==> src/rtl/imufai_pkg.sv <==
// Shared constants, frame and result types for the IMU frame averager and gyro integrator.
package imufai_pkg;

  localparam int unsigned SAMPLE_W     = 16;
  localparam int unsigned GAIN_W       = 8;
  localparam int unsigned TOTAL_W      = 32;
  localparam int unsigned CELSIUS_W    = 25;
  localparam int unsigned NUM_CHAN     = 4;
  localparam int unsigned NUM_GYRO     = 3;
  localparam int unsigned WINDOW_DEPTH = 8;
  localparam int unsigned WINDOW_LOG2  = $clog2(WINDOW_DEPTH);
  localparam int unsigned SUM_W        = SAMPLE_W + WINDOW_LOG2;
  localparam int unsigned PROD_W       = SAMPLE_W + GAIN_W + 1;
  localparam int unsigned FRAME_W      = 7 * SAMPLE_W;
  localparam int unsigned RESULT_RAW_W = 4 * SAMPLE_W + CELSIUS_W + 3 * TOTAL_W;
  localparam int unsigned RESULT_W     = ((RESULT_RAW_W + 7) / 8) * 8;
  localparam int unsigned PAD_W        = RESULT_W - RESULT_RAW_W;

  localparam logic [GAIN_W-1:0]           GAIN_RESET  = GAIN_W'(5);
  localparam logic signed [CELSIUS_W-1:0] TEMP_SCALE  = CELSIUS_W'(193);
  localparam logic signed [CELSIUS_W-1:0] TEMP_OFFSET = CELSIUS_W'(2394030);
  localparam logic signed [SUM_W-1:0]     MEAN_BIAS   = SUM_W'(WINDOW_DEPTH - 1);

  typedef enum logic [1:0] {
    CH_TEMP    = 2'd0,
    CH_ACCEL_X = 2'd1,
    CH_ACCEL_Y = 2'd2,
    CH_ACCEL_Z = 2'd3
  } chan_e;

  typedef logic signed [SAMPLE_W-1:0] sample_t;
  typedef logic signed [SUM_W-1:0]    sum_t;
  typedef logic signed [TOTAL_W-1:0]  total_t;

  // Members listed from the highest bits down.
  typedef struct packed {
    sample_t gyro_z_raw;
    sample_t gyro_y_raw;
    sample_t gyro_x_raw;
    sample_t accel_z_raw;
    sample_t accel_y_raw;
    sample_t accel_x_raw;
    sample_t temp_raw;
  } frame_t;

  typedef struct packed {
    logic [PAD_W-1:0]             pad;
    total_t                       gyro_z_total;
    total_t                       gyro_y_total;
    total_t                       gyro_x_total;
    sample_t                      accel_z_mean;
    sample_t                      accel_y_mean;
    sample_t                      accel_x_mean;
    logic signed [CELSIUS_W-1:0]  temp_celsius_q16;
    sample_t                      temp_mean;
  } result_t;

  function automatic sample_t window_mean(sum_t sum);
    sum_t biased;
    sum_t shifted;
    biased  = sum + (sum[SUM_W-1] ? MEAN_BIAS : sum_t'(0));
    shifted = biased >>> WINDOW_LOG2;
    return shifted[SAMPLE_W-1:0];
  endfunction

  function automatic logic signed [CELSIUS_W-1:0] to_celsius(sample_t mean);
    logic signed [CELSIUS_W-1:0] mean_ext;
    mean_ext = {{(CELSIUS_W - SAMPLE_W){mean[SAMPLE_W-1]}}, mean};
    return mean_ext * TEMP_SCALE + TEMP_OFFSET;
  endfunction

  function automatic total_t scale_gyro(sample_t raw, logic [GAIN_W-1:0] gain);
    logic signed [PROD_W-1:0] raw_ext;
    logic signed [PROD_W-1:0] gain_ext;
    logic signed [PROD_W-1:0] prod;
    raw_ext  = {{(PROD_W - SAMPLE_W){raw[SAMPLE_W-1]}}, raw};
    gain_ext = {{(PROD_W - GAIN_W){1'b0}}, gain};
    prod     = raw_ext * gain_ext;
    return {{(TOTAL_W - PROD_W){prod[PROD_W-1]}}, prod};
  endfunction

endpackage

==> src/rtl/imu_frame_average_integrate_top.sv <==
// Top level: 8-deep moving averages of temperature and accel, scaled gyro integration.
//
//  channel  | dir | payload                                    | request taken when
//  ---------+-----+--------------------------------------------+----------------------------
//  s_axis   | in  | tdata: 7 x 16-bit sensor words, tlast      | s_axis_tvalid & s_axis_tready
//  m_axis   | out | tdata: means, 9.16 temp, gyro totals       | m_axis_tvalid & m_axis_tready
//  cfg      | in  | cfg_data_i: gyro gain                      | cfg_valid_i & cfg_ready_o
//
//  One frame per cycle while s_axis_tready is high: running window sums and gyro
//  accumulators absorb a frame in the cycle it is taken; a tlast frame's result goes
//  to the output register, or to a skid register holding one more while the output stalls.
//  Reset clears the windows, sums, accumulators, ring slot and sets the gain to 5.
//  s_axis_tready drops only while both output and skid registers hold results.
module imu_frame_average_integrate_top (
  input  logic                             clk_i,
  input  logic                             rst_ni,
  input  logic                             s_axis_tvalid,
  output logic                             s_axis_tready,
  // temp_raw, accel_x_raw, accel_y_raw, accel_z_raw, gyro_x_raw, gyro_y_raw, gyro_z_raw
  input  logic [imufai_pkg::FRAME_W-1:0]   s_axis_tdata,
  // burst_last
  input  logic                             s_axis_tlast,
  output logic                             m_axis_tvalid,
  input  logic                             m_axis_tready,
  // temp_mean, temp_celsius_q16, accel_x_mean, accel_y_mean, accel_z_mean,
  // gyro_x_total, gyro_y_total, gyro_z_total, zero fill
  output logic [imufai_pkg::RESULT_W-1:0]  m_axis_tdata,
  input  logic                             cfg_valid_i,
  output logic                             cfg_ready_o,
  input  logic [imufai_pkg::GAIN_W-1:0]    cfg_data_i
);

  localparam int unsigned SlotW = imufai_pkg::WINDOW_LOG2;

  imufai_pkg::frame_t  frame;
  imufai_pkg::sample_t samples [imufai_pkg::NUM_CHAN];
  imufai_pkg::sample_t gyro_raw [imufai_pkg::NUM_GYRO];

  imufai_pkg::sample_t win_q [imufai_pkg::NUM_CHAN][imufai_pkg::WINDOW_DEPTH];
  imufai_pkg::sum_t    sum_q [imufai_pkg::NUM_CHAN];
  imufai_pkg::sum_t    sum_d [imufai_pkg::NUM_CHAN];
  imufai_pkg::total_t  gyro_q [imufai_pkg::NUM_GYRO];
  imufai_pkg::total_t  gyro_d [imufai_pkg::NUM_GYRO];
  logic [SlotW-1:0]    slot_q;
  logic [imufai_pkg::GAIN_W-1:0] gain_q;

  imufai_pkg::result_t res_new;
  imufai_pkg::result_t out_q;
  imufai_pkg::result_t skid_q;
  logic                out_valid_q;
  logic                skid_valid_q;

  logic in_fire;
  logic out_fire;
  logic res_fire;
  logic cfg_fire;

  assign s_axis_tready = !skid_valid_q;
  assign cfg_ready_o   = 1'b1;
  assign in_fire       = s_axis_tvalid && s_axis_tready;
  assign out_fire      = out_valid_q && m_axis_tready;
  assign res_fire      = in_fire && s_axis_tlast;
  assign cfg_fire      = cfg_valid_i && cfg_ready_o;

  assign frame = imufai_pkg::frame_t'(s_axis_tdata);

  always_comb begin
    samples[imufai_pkg::CH_TEMP]    = frame.temp_raw;
    samples[imufai_pkg::CH_ACCEL_X] = frame.accel_x_raw;
    samples[imufai_pkg::CH_ACCEL_Y] = frame.accel_y_raw;
    samples[imufai_pkg::CH_ACCEL_Z] = frame.accel_z_raw;
    gyro_raw[0] = frame.gyro_x_raw;
    gyro_raw[1] = frame.gyro_y_raw;
    gyro_raw[2] = frame.gyro_z_raw;
    for (int c = 0; c < imufai_pkg::NUM_CHAN; c++) begin
      sum_d[c] = sum_q[c]
               - imufai_pkg::sum_t'(win_q[c][slot_q])
               + imufai_pkg::sum_t'(samples[c]);
    end
    for (int g = 0; g < imufai_pkg::NUM_GYRO; g++) begin
      gyro_d[g] = gyro_q[g] + imufai_pkg::scale_gyro(gyro_raw[g], gain_q);
    end
  end

  always_comb begin
    res_new                  = '0;
    res_new.temp_mean        = imufai_pkg::window_mean(sum_d[imufai_pkg::CH_TEMP]);
    res_new.temp_celsius_q16 = imufai_pkg::to_celsius(res_new.temp_mean);
    res_new.accel_x_mean     = imufai_pkg::window_mean(sum_d[imufai_pkg::CH_ACCEL_X]);
    res_new.accel_y_mean     = imufai_pkg::window_mean(sum_d[imufai_pkg::CH_ACCEL_Y]);
    res_new.accel_z_mean     = imufai_pkg::window_mean(sum_d[imufai_pkg::CH_ACCEL_Z]);
    res_new.gyro_x_total     = gyro_d[0];
    res_new.gyro_y_total     = gyro_d[1];
    res_new.gyro_z_total     = gyro_d[2];
  end

  always_ff @(posedge clk_i or negedge rst_ni) begin
    if (!rst_ni) begin
      gain_q <= imufai_pkg::GAIN_RESET;
    end else if (cfg_fire) begin
      gain_q <= cfg_data_i;
    end
  end

  // absorb the frame into windows, running sums and accumulators
  always_ff @(posedge clk_i or negedge rst_ni) begin
    if (!rst_ni) begin
      slot_q <= '0;
      for (int c = 0; c < imufai_pkg::NUM_CHAN; c++) begin
        sum_q[c] <= '0;
        for (int e = 0; e < imufai_pkg::WINDOW_DEPTH; e++) begin
          win_q[c][e] <= '0;
        end
      end
      for (int g = 0; g < imufai_pkg::NUM_GYRO; g++) begin
        gyro_q[g] <= '0;
      end
    end else if (in_fire) begin
      slot_q <= slot_q + SlotW'(1);
      for (int c = 0; c < imufai_pkg::NUM_CHAN; c++) begin
        sum_q[c]         <= sum_d[c];
        win_q[c][slot_q] <= samples[c];
      end
      for (int g = 0; g < imufai_pkg::NUM_GYRO; g++) begin
        gyro_q[g] <= gyro_d[g];
      end
    end
  end

  // output register with one skid entry
  always_ff @(posedge clk_i or negedge rst_ni) begin
    if (!rst_ni) begin
      out_valid_q  <= 1'b0;
      skid_valid_q <= 1'b0;
    end else if (out_fire || !out_valid_q) begin
      if (skid_valid_q) begin
        out_valid_q  <= 1'b1;
        skid_valid_q <= 1'b0;
      end else begin
        out_valid_q <= res_fire;
      end
    end else if (res_fire) begin
      skid_valid_q <= 1'b1;
    end
  end

  always_ff @(posedge clk_i) begin
    if (out_fire || !out_valid_q) begin
      if (skid_valid_q) begin
        out_q <= skid_q;
      end else if (res_fire) begin
        out_q <= res_new;
      end
    end else if (res_fire) begin
      skid_q <= res_new;
    end
  end

  assign m_axis_tvalid = out_valid_q;
  assign m_axis_tdata  = out_q;

  a_skid_needs_out : assert property (
    @(posedge clk_i) disable iff (!rst_ni) skid_valid_q |-> out_valid_q
  ) else $error("skid entry held without an output entry");

  a_stall_fills_skid : assert property (
    @(posedge clk_i) disable iff (!rst_ni)
    (res_fire && out_valid_q && !m_axis_tready) |=> skid_valid_q
  ) else $error("result lost while output stalled");

  a_gain_only_on_write : assert property (
    @(posedge clk_i) disable iff (!rst_ni)
    !cfg_fire |=> $stable(gain_q)
  ) else $error("gain changed without a configuration request");

  a_slot_advances : assert property (
    @(posedge clk_i) disable iff (!rst_ni)
    in_fire |=> slot_q == $past(slot_q) + SlotW'(1)
  ) else $error("ring slot did not advance on an accepted frame");

endmodule
==> config.mk <==
export PLATFORM = sky130hd
export DESIGN_NAME = imu_frame_average_integrate_top
export DESIGN_NICKNAME = d
export VERILOG_FILES = /design/src/rtl/imufai_pkg.sv /design/src/rtl/imu_frame_average_integrate_top.sv
export SDC_FILE = /design/constraint.sdc
export NUM_CORES = 2
export LEC_CHECK = 0
export BUFFER_PORTS_ARGS = -buffer_cell sky130_fd_sc_hd__buf_2
export CAP_MARGIN = 0
export CELL_PAD_IN_SITES_DETAIL_PLACEMENT = 2
export CELL_PAD_IN_SITES_GLOBAL_PLACEMENT = 2
export CORE_ASPECT_RATIO = 0.8
export CORE_UTILIZATION = 40
export CTS_BUF_LIST = sky130_fd_sc_hd__clkbuf_16
export CTS_CLUSTER_SIZE = 14
export DETAILED_ROUTE_END_ITERATION = 8
export PLACE_DENSITY = 0.84
export SLEW_MARGIN = 25
export SYNTH_ARGS = -nofsm -noshare
export SYNTH_HDL_FRONTEND = slang
export SYNTH_SLANG_ARGS = --single-unit
==> constraint.sdc <==
create_clock -name clk_i -period 17.55 [get_ports clk_i]
set_input_delay 3.51 -clock clk_i [delete_from_list [all_inputs] [get_ports clk_i]]
set_output_delay 3.51 -clock clk_i [all_outputs]
set_load 0.05 [all_outputs]
; ---- Word-level counts from Yosys, hierarchy flattened
; Index checks and enable logic that the tools add are counted.
[op_classes]
muxes = 27
div = 0
addsub = 17
shifts = 0
n_mul = 4
eq_ne = 0
order_cmp = 2
n_reduce_logical = 11
bitwise = 2
[ops]
columns = op, n
row1 = bitwise mux 128 bit, 4
row2 = two-way mux 185 bit, 2
row3 = binary-select mux 16 bit (select 3 bit), 4
row4 = two-way mux 16 bit, 9
row5 = adder 32 x 25 -> 32 bit, 3
row6 = adder 19 x 16 -> 19 bit, 4
row7 = adder 19 x 4 -> 19 bit, 4
row8 = subtractor 19 x 16 -> 19 bit, 4
row9 = multiplier 16 x 9 -> 25 bit, 3
row10 = demux 16 bit (select 3 bit), 1
row11 = "adder 25 x 23 -> 25 bit, second input constant", 1
row12 = "multiplier 16 x 9 -> 25 bit, second input constant", 1
row13 = two-way mux 3 bit, 4
row14 = "greater-or-equal comparator 4 bit, second input constant", 1
row15 = logical AND 1 bit, 4
row16 = "less-than comparator 4 x 1 -> 1 bit, second input constant", 1
row17 = NOT 3 -> 4 bit, 1
row18 = AND reduction 2 bit, 2
row19 = nonzero test 2 bit, 2
row20 = "adder 3 x 1 -> 3 bit, second input constant", 1
row21 = two-way mux 1 bit, 3
row22 = zero test 1 bit, 2
row23 = logical OR 1 bit, 1
row24 = NOT 1 bit, 1
[word_totals]
output_inout_bits = 195
romBits = 0
register_bits = 1067
latch_bits = 0
n_memories = 0
inputBits = 126
ram_bits = 0

; ---- Logic depth before layout (Yosys ltp)
[logic_depth]
word_depth = 12
mapped_depth = 45
mapped_depth_nobuf = 41

; ---- Least setup slack after synthesis
; No wires, ideal clock.
[synth_path]
path_kind = in2reg
start = input port s_axis_tvalid
end = register skid_q[100] (netlist name) (enable)
cell_stages = 4
path_buffers = 2
setup_time_ns = 0.953
t_arrival_ns = 16.619
setup_slack_ns = -0.022
path_cell_list = nand2_1 -> clkbuf_1 -> clkbuf_1 -> nor3_1
[synth_via]
elab_chain_cells = 3
[synth_rtl]
columns = element, line
row1 = "start, declared", imu_frame_average_integrate_top.sv:17  ; input logic s_axis_tvalid,
row2 = logical AND 1 bit, imu_frame_average_integrate_top.sv:60  ; assign in_fire = s_axis_tvalid && s_axis_tready;
row3 = logical AND 1 bit, imu_frame_average_integrate_top.sv:62  ; assign res_fire = in_fire && s_axis_tlast;
row4 = AND reduction 2 bit (no source line), -
row5 = "end signal, assigned", imu_frame_average_integrate_top.sv:155  ; skid_q <= res_new;
row6 = "end, declared", imu_frame_average_integrate_top.sv:49  ; imufai_pkg::result_t skid_q;
; No other way between the ends.
; A chain may end at the register's enable or synchronous reset.

==> results by group <==
Run status
  • Status: finished, final reports clean

Floorplan
  • Initial core utilization: 0.403
  • Full die area: 175000 µm²
  • Horiz. Die Dim: 468 µm
  • Core region area: 172000 µm²
  • Count of standard-cell rows: 136
  • I/O pin count: 321
  • Y dimension of the die: 374 µm

Global route
  • Pin count of the biggest net entering global routing: 143
  • Number of global-route vias before repair: 59400
  • Antenna violations before repair: 42
  • First-pass GRT wire length: 375 mm
  • Global Route Usage Sum: 0.281
  • Overflow left after global routing: 0

Min path
  • Hold crit path type: flop to flop

Route
  • DR pass1 iterations: 7
  • Number of violations reported at the end of detailed-routing iteration 0: 3136
  • Detailed-route wire length per cell: 27.8 µm
  • Residual antenna-violating net count after detailed routing: 0
  • Via-per-instance ratio: 5.63
  • Drt total wl: 249 mm
  • Via count: 50300
  • Number of design rule violations left after detail routing: 0

Placement
  • Number of buffer cells added on primary ports: 312
  • GPL Wtd Cong: 0.832
  • Number of placed cells counting well taps: 8680
  • Setup Slack @ Placement: 4400 ps
  • Post-DP HPWL: 168 mm

Logic synthesis
  • Post-synth EDFFs: 368
  • Post-Synthesis Mean Instance Area: 11.1 µm²
  • Synth Register Bits: 1065
  • Cells after Synth: 6276
  • Share of the synthesized area in the top cell type: 0.251
  • Share of synthesized registers carrying an async set or reset: 0.654
  • Synth Cell Area: 69400 µm²
  • Ys flop type: sky130_fd_sc_hd__dfrtp_1
  • Synth Warn #: 0
  • Leading cell types by total area after synthesis: sky130_fd_sc_hd__dfrtp_1 25%, sky130_fd_sc_hd__edfxtp_1 16%, sky130_fd_sc_hd__fa_1 14%, sky130_fd_sc_hd__mux2_2 6.8%, sky130_fd_sc_hd__ha_1 6.4%
  • Portion of the post-synthesis area used by sequential elements: 0.411
  • Library cell occupying the most area in the post-synthesis netlist: sky130_fd_sc_hd__dfrtp_1
  • Distinct cells, synth: 102

Worst setup path
  • Arrival time worst endpoint: 13270 ps
  • Launching element type of the critical path: input pin
  • Capturing element type of the critical path: flop
  • Max stage delay cell, worst path: sky130_fd_sc_hd__a211oi_2
  • Crit path largest cell delay: 650 ps
  • Data required, critical path: 18130 ps
  • Worst setup path class: input pin to flop
  • Cell type with the highest occurrence count on the critical path: sky130_fd_sc_hd__ha_1
  • CP Max Fanout: 7

CTS
  • Clk pin slew, worst setup/hold paths: 60 ps
  • Clock buffer depth: 3
  • TritonCTS Sinks: 1065
  • Skew-Pair Late Insertion Delay: 840 ps
  • Total number of H-tree levels: 3
  • Number of clock buffers inserted by TritonCTS: 119
  • Root buffer cell: sky130_fd_sc_hd__clkbuf_16
  • Clock tree from TritonCTS: done
  • Cts-stage hold buffer count: 0
  • Count of instances resized after the clock tree is built: 0
  • Post-CTS repair timing setup buffer count: 0

Cells and area
  • Most common library cell in the layout ignoring fill and taps: sky130_fd_sc_hd__inv_1
  • Commonest non-fill, non-tap cells in the layout: 945 x sky130_fd_sc_hd__inv_1, 793 x sky130_fd_sc_hd__nand2_1, 691 x sky130_fd_sc_hd__dfrtp_1
  • Final instance count without filler cells: 8944
  • Growth of design area from synthesis to finish: 11.6%
  • Fraction of final layout cells with drive strength greater than 1: 0.174
  • Fill count: 17400
  • Net count reported at finish: 7491

Timing
  • Relative slew margins: 0.258
  • Fmax: 78.8 MHz
  • Min Clock Period, post-route: 12690 ps
  • Final Skew: 97.7 ps
  • Setup ws final: 4860 ps
  • Setup_tns: 0 ps
  • Max-slew violation count: 0
  • Number of hold-slack violations in the final timing report: 0
  • Slew @ Worst Pin: 1100 ps
  • Setup-failing EPs final: 0
  • Worst hold slack: 479 ps
  • Unrepaired setup endpoints after global routing: no
  • Ratio of final minimum period to clock period: 0.723

Flow run
  • Max-cap viol count: 0
per-stage QoR:
| step | area, µm² | util |
|---|---|---|
| after floorplan | 69400 | - |
| after global placement | 73400 | 0.427 |
| after detailed placement | 73400 | 0.427 |
| after CTS | 77300 | 0.449 |
| after global routing | 77400 | 0.450 |
| final | 77400 | 0.450 |
worst max-delay path: cells and delay by family:
kind	cells	cell delay [ps]
simple gates	10	1680
buf+inv	5	750
mux	1	300
fa+ha+maj	8	3130
compound gates	12	3010
xor+xnor	2	910
final cells by class:
type | count | area, µm² | share of cell area
antenna | 40 | 100 | 0.00129
clock inverter | 101 | 826 | 0.0107
timing repair buffer | 369 | 2050 | 0.0264
multi-input combinational | 4056 | 36600 | 0.473
sequential | 1065 | 28500 | 0.368
clock buffer | 123 | 3080 | 0.0398
tap | 2277 | 2850 | 0.0368
inverter | 913 | 3430 | 0.0443
sequential cells by signal (all words and copies together), names as in the netlist:
signal         count
gyro_q            96
m_axis_tdata     184
sum_q             76
gain_q             8
m_axis_tvalid      1
slot_q             3
skid_valid_q       1
skid_q           184
win_q            512
final timing paths:
path	depth (start not counted)	startpoint	slack, ps	to
worst max-delay path	38	s_axis_tdata[1]	4860	m_axis_tdata[38]
max in group asynchronous	5	rst_ni	11580	win_q[359]
worst max register to register	40	slot_q[0]	5440	m_axis_tdata[38]
worst min register to register	2	sum_q[8]	480	sum_q[8]
min in group asynchronous	1	rst_ni	2610	gyro_q[81]
worst min-delay path	2	sum_q[8]	480	sum_q[8]
metal layers:
layer  GRT usage  share of wire
met4       0.159          0.059
met3      0.0384          0.037
met2       0.486           0.51
met5           0        0.00015
met1       0.336           0.40
synthesized netlist by cell type, drive strengths merged (9+ instances only):
master  instances
dfrtp         695
nor2          125
ha            356
o21ai         550
o31ai          22
a211oi         20
a21oi         156
o211ai          9
clkbuf        205
or3            13
and3           21
a21boi          9
or2            16
a31oi          22
buf            43
edfxtp        368
xnor2         129
nor3           50
nand3          40
and2          250
nand2b         17
nand2         796
mux4          128
o21bai         43
nor2b          19
mux2          417
a21o           83
nor4           15
xor2           92
o21a           18
fa            485
inv           913
nand4          22
logic make-up (layout without fill, tap and decap cells):
kind of cell	count (synthesis)	count (layout)	share of synthesized area
and+or+nand+nor	1422	1422	0.0955
buffers and inverters	1161	1506	0.0634
DFF	1065	1065	0.411
AOI/OAI and AO/OA	1008	1008	0.0861
adders and majority gates	841	841	0.204
muxes	553	553	0.111
xor gates and xnor gates	224	224	0.0293
other	2	48	0.000108
Power is left out: the tool's default activity adds up to more than one toggle a clock period on the data nets, which glitch-free logic cannot reach.
